[config.mk]
export PLATFORM = sky130hd
export DESIGN_NAME = counting_semaphore_table_top
export DESIGN_NICKNAME = d
export VERILOG_FILES = /design/src/hdl/cst_pkg.sv /design/src/hdl/cst_front.sv /design/src/hdl/cst_back.sv /design/src/hdl/counting_semaphore_table_top.sv
export VERILOG_INCLUDE_DIRS = /design/src /design/src/hdl
export SDC_FILE = /design/constraint.sdc
export NUM_CORES = 2
export LEC_CHECK = 0
export BUFFER_PORTS_ARGS = -buffer_cell sky130_fd_sc_hd__buf_2
export CELL_PAD_IN_SITES_DETAIL_PLACEMENT = 1
export CELL_PAD_IN_SITES_GLOBAL_PLACEMENT = 1
export CORE_MARGIN = 2
export CORE_UTILIZATION = 25
export CTS_CLUSTER_SIZE = 8
export DETAILED_ROUTE_END_ITERATION = 8
export MAX_ROUTING_LAYER = met4
export PLACE_DENSITY = 0.5
export SLEW_MARGIN = 20
export SYNTH_ARGS = -nofsm -noshare
export SYNTH_HDL_FRONTEND = slang
export SYNTH_HIERARCHICAL = 1
export SYNTH_SLANG_ARGS = --single-unit
[constraint.sdc]
create_clock -name clk -period 5.9 [get_ports clk]
set_input_delay 1.18 -clock clk [delete_from_list [all_inputs] [get_ports clk]]
set_output_delay 1.18 -clock clk [all_outputs]
set_load 0.1 [all_outputs]
[src/hdl/assert_macros.svh]
// Assertion helpers used by the RTL file cst_back.
`ifndef ASSERT_MACROS_SVH
`define ASSERT_MACROS_SVH

// Clocked implication, disabled during reset.
`define ASSERT_IMPLY(label, clk, rst, ante, cons, msg) \
  label: assert property (@(posedge clk) disable iff (rst) (ante) |-> (cons)) \
    else $error(msg);

// Next-cycle implication, disabled during reset.
`define ASSERT_NEXT(label, clk, rst, ante, cons, msg) \
  label: assert property (@(posedge clk) disable iff (rst) (ante) |=> (cons)) \
    else $error(msg);

`endif

[src/hdl/cst_pkg.sv]
// ----------------------------------------------------------------------------
// cst_pkg
// Shared types and constants of the counting semaphore table.
// ----------------------------------------------------------------------------
package cst_pkg;

  localparam int NUM_SEMS    = 16;
  localparam int QUEUE_DEPTH = 16;
  localparam int PID_BITS    = 8;

  localparam int SLOT_W  = (NUM_SEMS > 1) ? $clog2(NUM_SEMS) : 1;
  localparam int QPOS_W  = (QUEUE_DEPTH > 1) ? $clog2(QUEUE_DEPTH) : 1;
  localparam int QFILL_W = $clog2(QUEUE_DEPTH + 1);
  localparam int ACT_W   = $clog2(NUM_SEMS + 1);
  localparam int WADDR_W = SLOT_W + QPOS_W;
  localparam int WDEPTH  = NUM_SEMS * QUEUE_DEPTH;

  localparam logic [2:0] REQ_CREATE  = 3'd0;
  localparam logic [2:0] REQ_AUTO    = 3'd1;
  localparam logic [2:0] REQ_DESTROY = 3'd2;
  localparam logic [2:0] REQ_WAIT    = 3'd3;
  localparam logic [2:0] REQ_SIGNAL  = 3'd4;

  localparam logic [1:0] ST_DONE       = 2'd0;
  localparam logic [1:0] ST_BAD_ID     = 2'd1;
  localparam logic [1:0] ST_NO_SPACE   = 2'd2;
  localparam logic [1:0] ST_QUEUE_FULL = 2'd3;

  localparam logic [31:0] FIRST_AUTO_ID = 32'd10;
  localparam logic [15:0] COUNT_MAX     = 16'hFFFF;

  // Request as classified by the front part.
  typedef struct packed {
    logic [2:0]          req;
    logic [31:0]         id;
    logic [15:0]         init;
    logic [PID_BITS-1:0] pid;
  } cmd_t;

endpackage

[src/hdl/cst_front.sv]
// ----------------------------------------------------------------------------
// cst_front
// Input side: register the request, trim the PID, push into a short queue.
// ----------------------------------------------------------------------------
module cst_front import cst_pkg::*; (
  input  logic        clk,
  input  logic        rst,
  input  logic        in_valid,
  output logic        in_ready,
  input  logic [2:0]  req_type,
  input  logic [31:0] sem_id,
  input  logic [15:0] init_value,
  input  logic [7:0]  caller_pid,
  output logic        cmd_valid,
  input  logic        cmd_ready,
  output cmd_t        cmd
);

  cmd_t q0, q1;
  logic [1:0] cnt;
  logic push, pop;

  assign in_ready  = (cnt != 2'd2);
  assign cmd_valid = (cnt != 2'd0);
  assign cmd       = q0;
  assign push      = in_valid && in_ready;
  assign pop       = cmd_valid && cmd_ready;

  cmd_t incoming;
  always_comb begin
    incoming.req  = req_type;
    incoming.id   = sem_id;
    incoming.init = init_value;
    incoming.pid  = caller_pid[PID_BITS-1:0];
  end

  always_ff @(posedge clk) begin
    if (rst) begin
      cnt <= 2'd0;
    end else begin
      cnt <= cnt + {1'b0, push} - {1'b0, pop};
    end
    // two-entry queue, head in q0
    if (pop) begin
      q0 <= (cnt == 2'd2) ? q1 : incoming;
      if (push) q1 <= incoming;
    end else if (push) begin
      if (cnt == 2'd0) q0 <= incoming;
      else q1 <= incoming;
    end
  end

endmodule

[src/hdl/cst_back.sv]
// ----------------------------------------------------------------------------
// cst_back
// Execution side: table search, auto-ID search, queue update, result hold.
// ----------------------------------------------------------------------------
`include "assert_macros.svh"
module cst_back import cst_pkg::*; (
  input  logic        clk,
  input  logic        rst,
  input  logic        cmd_valid,
  output logic        cmd_ready,
  input  cmd_t        cmd,
  output logic        out_valid,
  input  logic        out_ready,
  output logic [1:0]  status,
  output logic [31:0] assigned_id,
  output logic        must_block,
  output logic        woken_valid,
  output logic [7:0]  woken_pid
);

  localparam logic [2:0] S_IDLE = 3'd0;
  localparam logic [2:0] S_SCAN = 3'd1;
  localparam logic [2:0] S_AUTO = 3'd2;
  localparam logic [2:0] S_EXEC = 3'd3;
  localparam logic [2:0] S_READ = 3'd4;
  localparam logic [2:0] S_OUT  = 3'd5;

  logic [2:0] state;
  cmd_t cur;

  logic [31:0]        ids    [NUM_SEMS];
  logic [15:0]        counts [NUM_SEMS];
  logic [QPOS_W-1:0]  heads  [NUM_SEMS];
  logic [QPOS_W-1:0]  tails  [NUM_SEMS];
  logic [QFILL_W-1:0] fill   [NUM_SEMS];
  logic [ACT_W-1:0]   active;

  logic [PID_BITS-1:0] wmem [WDEPTH];
  logic [PID_BITS-1:0] wrd;

  // one slot per cycle is compared against the target ID
  logic [SLOT_W:0]   idx;
  logic [31:0]       target;
  logic              hit, has_free;
  logic [SLOT_W-1:0] hit_slot, free_slot;

  logic [SLOT_W-1:0] cur_slot;
  logic [SLOT_W:0]   idx_next;
  assign cur_slot = idx[SLOT_W-1:0];
  assign idx_next = idx + 1'b1;

  assign cmd_ready = (state == S_IDLE) && !out_valid;

  always_ff @(posedge clk) begin
    if (rst) begin
      state     <= S_IDLE;
      out_valid <= 1'b0;
      active    <= '0;
      for (int i = 0; i < NUM_SEMS; i++) begin
        ids[i]    <= '0;
        counts[i] <= '0;
        heads[i]  <= '0;
        tails[i]  <= '0;
        fill[i]   <= '0;
      end
    end else begin
      if (out_valid && out_ready) out_valid <= 1'b0;
      case (state)
        S_IDLE: begin
          if (cmd_valid && cmd_ready) begin
            cur      <= cmd;
            idx      <= '0;
            hit      <= 1'b0;
            has_free <= 1'b0;
            target   <= (cmd.req == REQ_AUTO) ? FIRST_AUTO_ID : cmd.id;
            state    <= S_SCAN;
          end
        end
        S_SCAN: begin
          // find the target ID and the first free slot
          if (ids[cur_slot] == target && target != '0 && !hit) begin
            hit      <= 1'b1;
            hit_slot <= cur_slot;
          end
          if (ids[cur_slot] == '0 && !has_free) begin
            has_free  <= 1'b1;
            free_slot <= cur_slot;
          end
          idx <= idx_next;
          if (idx_next == (SLOT_W+1)'(NUM_SEMS)) begin
            state <= (cur.req == REQ_AUTO) ? S_AUTO : S_EXEC;
          end
        end
        S_AUTO: begin
          // on a hit, try the next candidate ID with a fresh pass
          if (hit || (ids[cur_slot] == target)) begin
            target <= target + 32'd1;
            hit    <= 1'b0;
            idx    <= '0;
            state  <= S_SCAN;
          end else begin
            state <= S_EXEC;
          end
        end
        S_EXEC: begin
          status      <= ST_DONE;
          assigned_id <= '0;
          must_block  <= 1'b0;
          woken_valid <= 1'b0;
          woken_pid   <= '0;
          state       <= S_OUT;
          case (cur.req)
            REQ_CREATE, REQ_AUTO: begin
              if (target == '0) begin
                status <= ST_BAD_ID;
              end else if (active >= ACT_W'(NUM_SEMS)) begin
                status <= ST_NO_SPACE;
              end else if (hit) begin
                status <= ST_BAD_ID;
              end else if (!has_free) begin
                status <= ST_NO_SPACE;
              end else begin
                ids[free_slot]    <= target;
                counts[free_slot] <= cur.init;
                heads[free_slot]  <= '0;
                tails[free_slot]  <= '0;
                fill[free_slot]   <= '0;
                active            <= active + 1'b1;
                assigned_id       <= target;
              end
            end
            REQ_DESTROY: begin
              if (!hit) begin
                status <= ST_BAD_ID;
              end else begin
                ids[hit_slot]    <= '0;
                counts[hit_slot] <= '0;
                heads[hit_slot]  <= '0;
                tails[hit_slot]  <= '0;
                fill[hit_slot]   <= '0;
                if (active != '0) active <= active - 1'b1;
              end
            end
            REQ_WAIT: begin
              if (!hit) begin
                status <= ST_BAD_ID;
              end else if (counts[hit_slot] != '0) begin
                counts[hit_slot] <= counts[hit_slot] - 16'd1;
              end else if (fill[hit_slot] >= QFILL_W'(QUEUE_DEPTH)) begin
                status <= ST_QUEUE_FULL;
              end else begin
                tails[hit_slot] <= (tails[hit_slot] == QPOS_W'(QUEUE_DEPTH - 1)) ?
                                   '0 : tails[hit_slot] + 1'b1;
                fill[hit_slot]  <= fill[hit_slot] + 1'b1;
                must_block      <= 1'b1;
              end
            end
            REQ_SIGNAL: begin
              if (!hit) begin
                status <= ST_BAD_ID;
              end else if (fill[hit_slot] != '0) begin
                heads[hit_slot] <= (heads[hit_slot] == QPOS_W'(QUEUE_DEPTH - 1)) ?
                                   '0 : heads[hit_slot] + 1'b1;
                fill[hit_slot]  <= fill[hit_slot] - 1'b1;
                woken_valid     <= 1'b1;
                state           <= S_READ;
              end else if (counts[hit_slot] != COUNT_MAX) begin
                counts[hit_slot] <= counts[hit_slot] + 16'd1;
              end
            end
            default: begin
            end
          endcase
        end
        S_READ: begin
          // waiter memory read lands now
          woken_pid <= 8'(wrd);
          state     <= S_OUT;
        end
        S_OUT: begin
          out_valid <= 1'b1;
          state     <= S_IDLE;
        end
        default: state <= S_IDLE;
      endcase
    end
  end

  // waiter memory: push on a blocking wait, registered read on a signal
  logic wwe;
  logic [WADDR_W-1:0] waddr, raddr;
  assign wwe = (state == S_EXEC) && (cur.req == REQ_WAIT) && hit &&
               (counts[hit_slot] == '0) && (fill[hit_slot] < QFILL_W'(QUEUE_DEPTH));
  assign waddr = {hit_slot, tails[hit_slot]};
  assign raddr = {hit_slot, heads[hit_slot]};

  always_ff @(posedge clk) begin
    if (wwe) wmem[waddr] <= cur.pid;
    wrd <= wmem[raddr];
  end

  `ASSERT_IMPLY(a_ready_idle, clk, rst, cmd_ready, state == S_IDLE && !out_valid,
    "ready outside idle")
  `ASSERT_NEXT(a_out_follows, clk, rst, state == S_OUT, out_valid,
    "result not raised")
  `ASSERT_IMPLY(a_active_range, clk, rst, 1'b1, active <= ACT_W'(NUM_SEMS),
    "active count overflow")

endmodule

[src/hdl/counting_semaphore_table_top.sv]
// ----------------------------------------------------------------------------
// counting_semaphore_table_top
// Table of counting semaphores with per-entry FIFOs of waiting processes.
// ----------------------------------------------------------------------------
// A request is queued, takes one pass over the table, one entry per cycle,
// and is then executed and its result presented. Auto-create repeats the
// pass for every candidate ID that is already in use. The front queue holds
// two requests so the source may run ahead of the search; the result is held
// in an output register until transferred.
module counting_semaphore_table_top import cst_pkg::*; (
  input  logic        clk,
  input  logic        rst,
  input  logic        in_valid,
  output logic        in_ready,
  input  logic [2:0]  req_type,
  input  logic [31:0] sem_id,
  input  logic [15:0] init_value,
  input  logic [7:0]  caller_pid,
  output logic        out_valid,
  input  logic        out_ready,
  output logic [1:0]  status,
  output logic [31:0] assigned_id,
  output logic        must_block,
  output logic        woken_valid,
  output logic [7:0]  woken_pid
);

  logic cmd_valid, cmd_ready;
  cmd_t cmd;

  // accept and queue requests
  cst_front u_front (
    .clk, .rst, .in_valid, .in_ready, .req_type, .sem_id, .init_value,
    .caller_pid, .cmd_valid, .cmd_ready, .cmd
  );

  // search the table and carry out one request at a time
  cst_back u_back (
    .clk, .rst, .cmd_valid, .cmd_ready, .cmd, .out_valid, .out_ready,
    .status, .assigned_id, .must_block, .woken_valid, .woken_pid
  );

endmodule
==> metrics.yaml <==
detailed_routing:
  firstDrtPassIters: 6
  drc: 0
  via_per_inst: 5.07
  routedWlPerCell_um: 30.7
  ant_nets: 0
  vias: 91800
  drt_wl_total_mm: 556
  dr.first_iter.drc_count: 10800
worst_setup_path:
  r2r_cells: 13
  critPathArrivalTime_ns: 6.84
  r2r_slack_ns: -0.04
  critPathMaxFanout: 14
  start_kind: "flop"
  crit_path_end_kind: "flop"
  r2r-end: "u_back/wrd[2]$_DFF_P_"
  cp.required_ns: 6.79
  worstSetupEndpoint: "u_back/wrd[2]$_DFF_P_"
  crit_type: "flop to flop"
clock_tree:
  root_buffer: "clkbuf_16"
  cts_tree: "yes"
  cts_sinks: 3287
  clock_latency_ns: 1.07
  ctsHtreeMaxLevel: 5
  clk_pin_slew_ns: 0.05
  cts.path.max_buffers: 4
  cts_inserted_buffers: 453
finish:
  multi_input_area_mm2: 0.0360
  layout.nets: 10800
  regArea_mm2: 0.0985
  areaGrowthSynthToFinish_pct: 20.1
  fillers: 58300
  final_core_util_pct: 30.1
  layout-drive-gt1-share_pct: 18.8
timing:
  worst_slack_ns: -0.0431
  slew_headroom_pct: 10.3
  min_period_over_period_pct: 101
  skew_ns: 0.142
  fin_crit_ns: 5.94
  max_freq_ghz: 0.168
  worst_slew_pin_slew_ns: 1.34
  slew_viol_final: 0
  fin_tns_setup_ns: -0.0431
  final_hold_viol_count: 0
  grt_setup_unrepaired: "no"
  setup_viol_count_final: 1
floorplanning:
  pin_count: 109
  die_h_um: 745
  fp.dieArea_mm2: 0.555
  start_util_pct: 25.1
  dieWidth_um: 745
  core-area_mm2: 0.548
  rows: 272
pwr:
  ir_worst_vdd_uv: 278
  power.leakage_uw: 0.0559
  powerDensity_mw_per_mm2: 344
  fin_total_pwr_uw: 56800
global_routing:
  grt_start_max_net_pins: 167
  grt_util_all_layers_pct: 20.1
  grt_pass1_wl_mm: 770
  grt-ovfl-total: 0
  grt_pass1_vias: 94200
  antenna_found_initial: 52
placed_design:
  place_hpwl_mm: 361
  port_buffers: 108
  place.gp.congestion: 0.896
synthesis:
  synth_edf_count: 3260
  syn_inst: 9953
  synth.distinct_cells: 98
  synth_seq_cells: 3287
  yosysTopAreaCellShare_pct: 71.3
  synthFlopType: "edfxtp_1"
  ys_async_sr_fraction_pct: 0
  yosysWarnings: 6
  yosys.area.top_type: "edfxtp_1"
  yosysSeqAreaShare_pct: 71.7
  synth_commonest_cells: "edfxtp_1, nand2_1, nor2_1"
  synth_most_common_cell: "edfxtp_1"
  syn_nets: 10000
  avgSynthCellArea_um2: 13.8
  synth.area.top_cells: "edfxtp_1, nand2_1, mux4_2"
  syn_area_mm2: 0.137
worst_hold_path:
  whs_path_depth: 1
  min_path_type: "primary input to flop"
status:
  failed_checks: "setup timing"
  status: "finished, violations left"
job:
  maxCapViolations: 0
stage by stage:
step | setup WS (ns) | instances | cell area, um2 | hold WS, ns
2_1_floorplan | 0.155 | 9953 | 137000 | 0.400
3_3_place_gp | -0.695 | 17500 | 152000 | 0.412
3_5_place_dp | -0.204 | 17500 | 152000 | 0.406
4_1_cts | 0.00143 | 18100 | 165000 | 0.241
5_1_grt | 0.101 | 18100 | 165000 | 0.284
6_report | -0.0431 | 18100 | 165000 | 0.333
sequential cells by signal, summed over array words and instances, names as in the netlist, 2 cells and up, named ones only:
name / flops
u_back/cur: 27
u_back/active: 5
u_back/counts: 256
u_back/hit_slot: 4
u_back/assigned_id: 32
u_back/target: 32
u_front/q1: 59
u_back/ids: 512
u_back/idx: 5
u_front/cnt: 2
u_back/woken_pid: 8
u_back/fill: 80
u_back/status: 2
u_back/wrd: 8
u_back/wmem: 2048
u_back/state: 3
u_back/free_slot: 4
u_back/tails: 64
u_back/heads: 64
u_front/cmd: 59
cells by family after synthesis:
logic type | after synthesis | share of synthesized area, %
simple gates | 4271 | 13.2
compound gates | 909 | 4.78
mux | 645 | 7.22
buf+inv | 736 | 2.37
xor+xnor | 85 | 0.552
fa+ha+maj | 20 | 0.188
flops | 3287 | 71.7
worst max-delay path: stages, from the launching register on:
cell       delay [ns]
dfxtp_4          0.46
buf_4            0.27
buf_4            0.21
mux4_2           0.53
a2bb2oi_1        0.17
a22o_4           0.42
a21oi_4          0.63
buf_12           0.30
a32oi_1          0.15
nand4_1          0.34
nand3_1          0.40
a31oi_1          1.07
nand4_1          0.16
or4b_1           0.57
where the power goes:
| group | switching (uW) | leakage, uW | internal, uW |
|---|---|---|---|
| combinational | 3850 | 0.0190 | 1850 |
| clock | 9940 | 0.00592 | 13700 |
| sequential | 511 | 0.0309 | 26900 |
| total | 14300 | 0.0559 | 42500 |
cell usage in the layout, fill, tap and decap left out, types with 74 or more instances in the layout:
master	netlist	layout
a311oi_1	110	108
and3_1	138	138
nand4_1	74	74
a32oi_1	84	84
nor2_1	1474	1463
mux2_2	84	83
nand2_1	1719	1689
mux4_2	264	264
nand3_1	511	507
o21ai_0	124	123
clkbuf_16	0	458
a31oi_1	125	125
edfxtp_1	3260	3260
buf_2	250	108
mux2i_1	287	287
buf_12	1	110
buf_4	20	815
a21oi_1	149	148
nand2b_1	93	77
per-layer routing:
metal / track usage (%) / up-vias / share of wire (%)
li1: - / 38400 / -
met1: 25.9 / 48700 / 42
met2: 32.4 / 3840 / 48
met3: 3.06 / 829 / 6.8
met4: 6.62 / 0 / 3.6
met5: - / - / 0
layout make-up:
class | count | area share (%)
sequential | 3287 | 59.7
clock inverter | 28 | 0.285
timing repair buffer | 1035 | 5.40
multi-input combinational | 5930 | 21.9
antenna | 31 | 0.0470
inverter | 35 | 0.0941
clock buffer | 518 | 7.09
tap | 7261 | 5.51
worst min-delay path by stage:
| stage | startpoint | end | slack [ns] |
|---|---|---|---|
| floorplan | u_front/cmd[0]$_DFFE_PP_ | u_back/cur[0]$_DFFE_PP_ | 0.40 |
| global placement | u_front/cmd[13]$_DFFE_PP_ | u_back/cur[13]$_DFFE_PP_ | 0.41 |
| detailed placement | u_front/cmd[11]$_DFFE_PP_ | u_back/cur[11]$_DFFE_PP_ | 0.41 |
| CTS | init_value[2] | u_front/q1[10]$_DFFE_PP_ | 0.24 |
| global route | init_value[7] | u_front/q1[15]$_DFFE_PP_ | 0.28 |
| finish | init_value[2] | u_front/q1[10]$_DFFE_PP_ | 0.33 |
repair_timing:
item                       in CTS  in global routing
gates resized for setup         1                  0
gates cloned                    0                  0
setup buffers                   2                  7
hold buffers                    0                  0
setup endpoints to repair    1092                  9
Note: power is estimated with default switching activity, not from simulation.
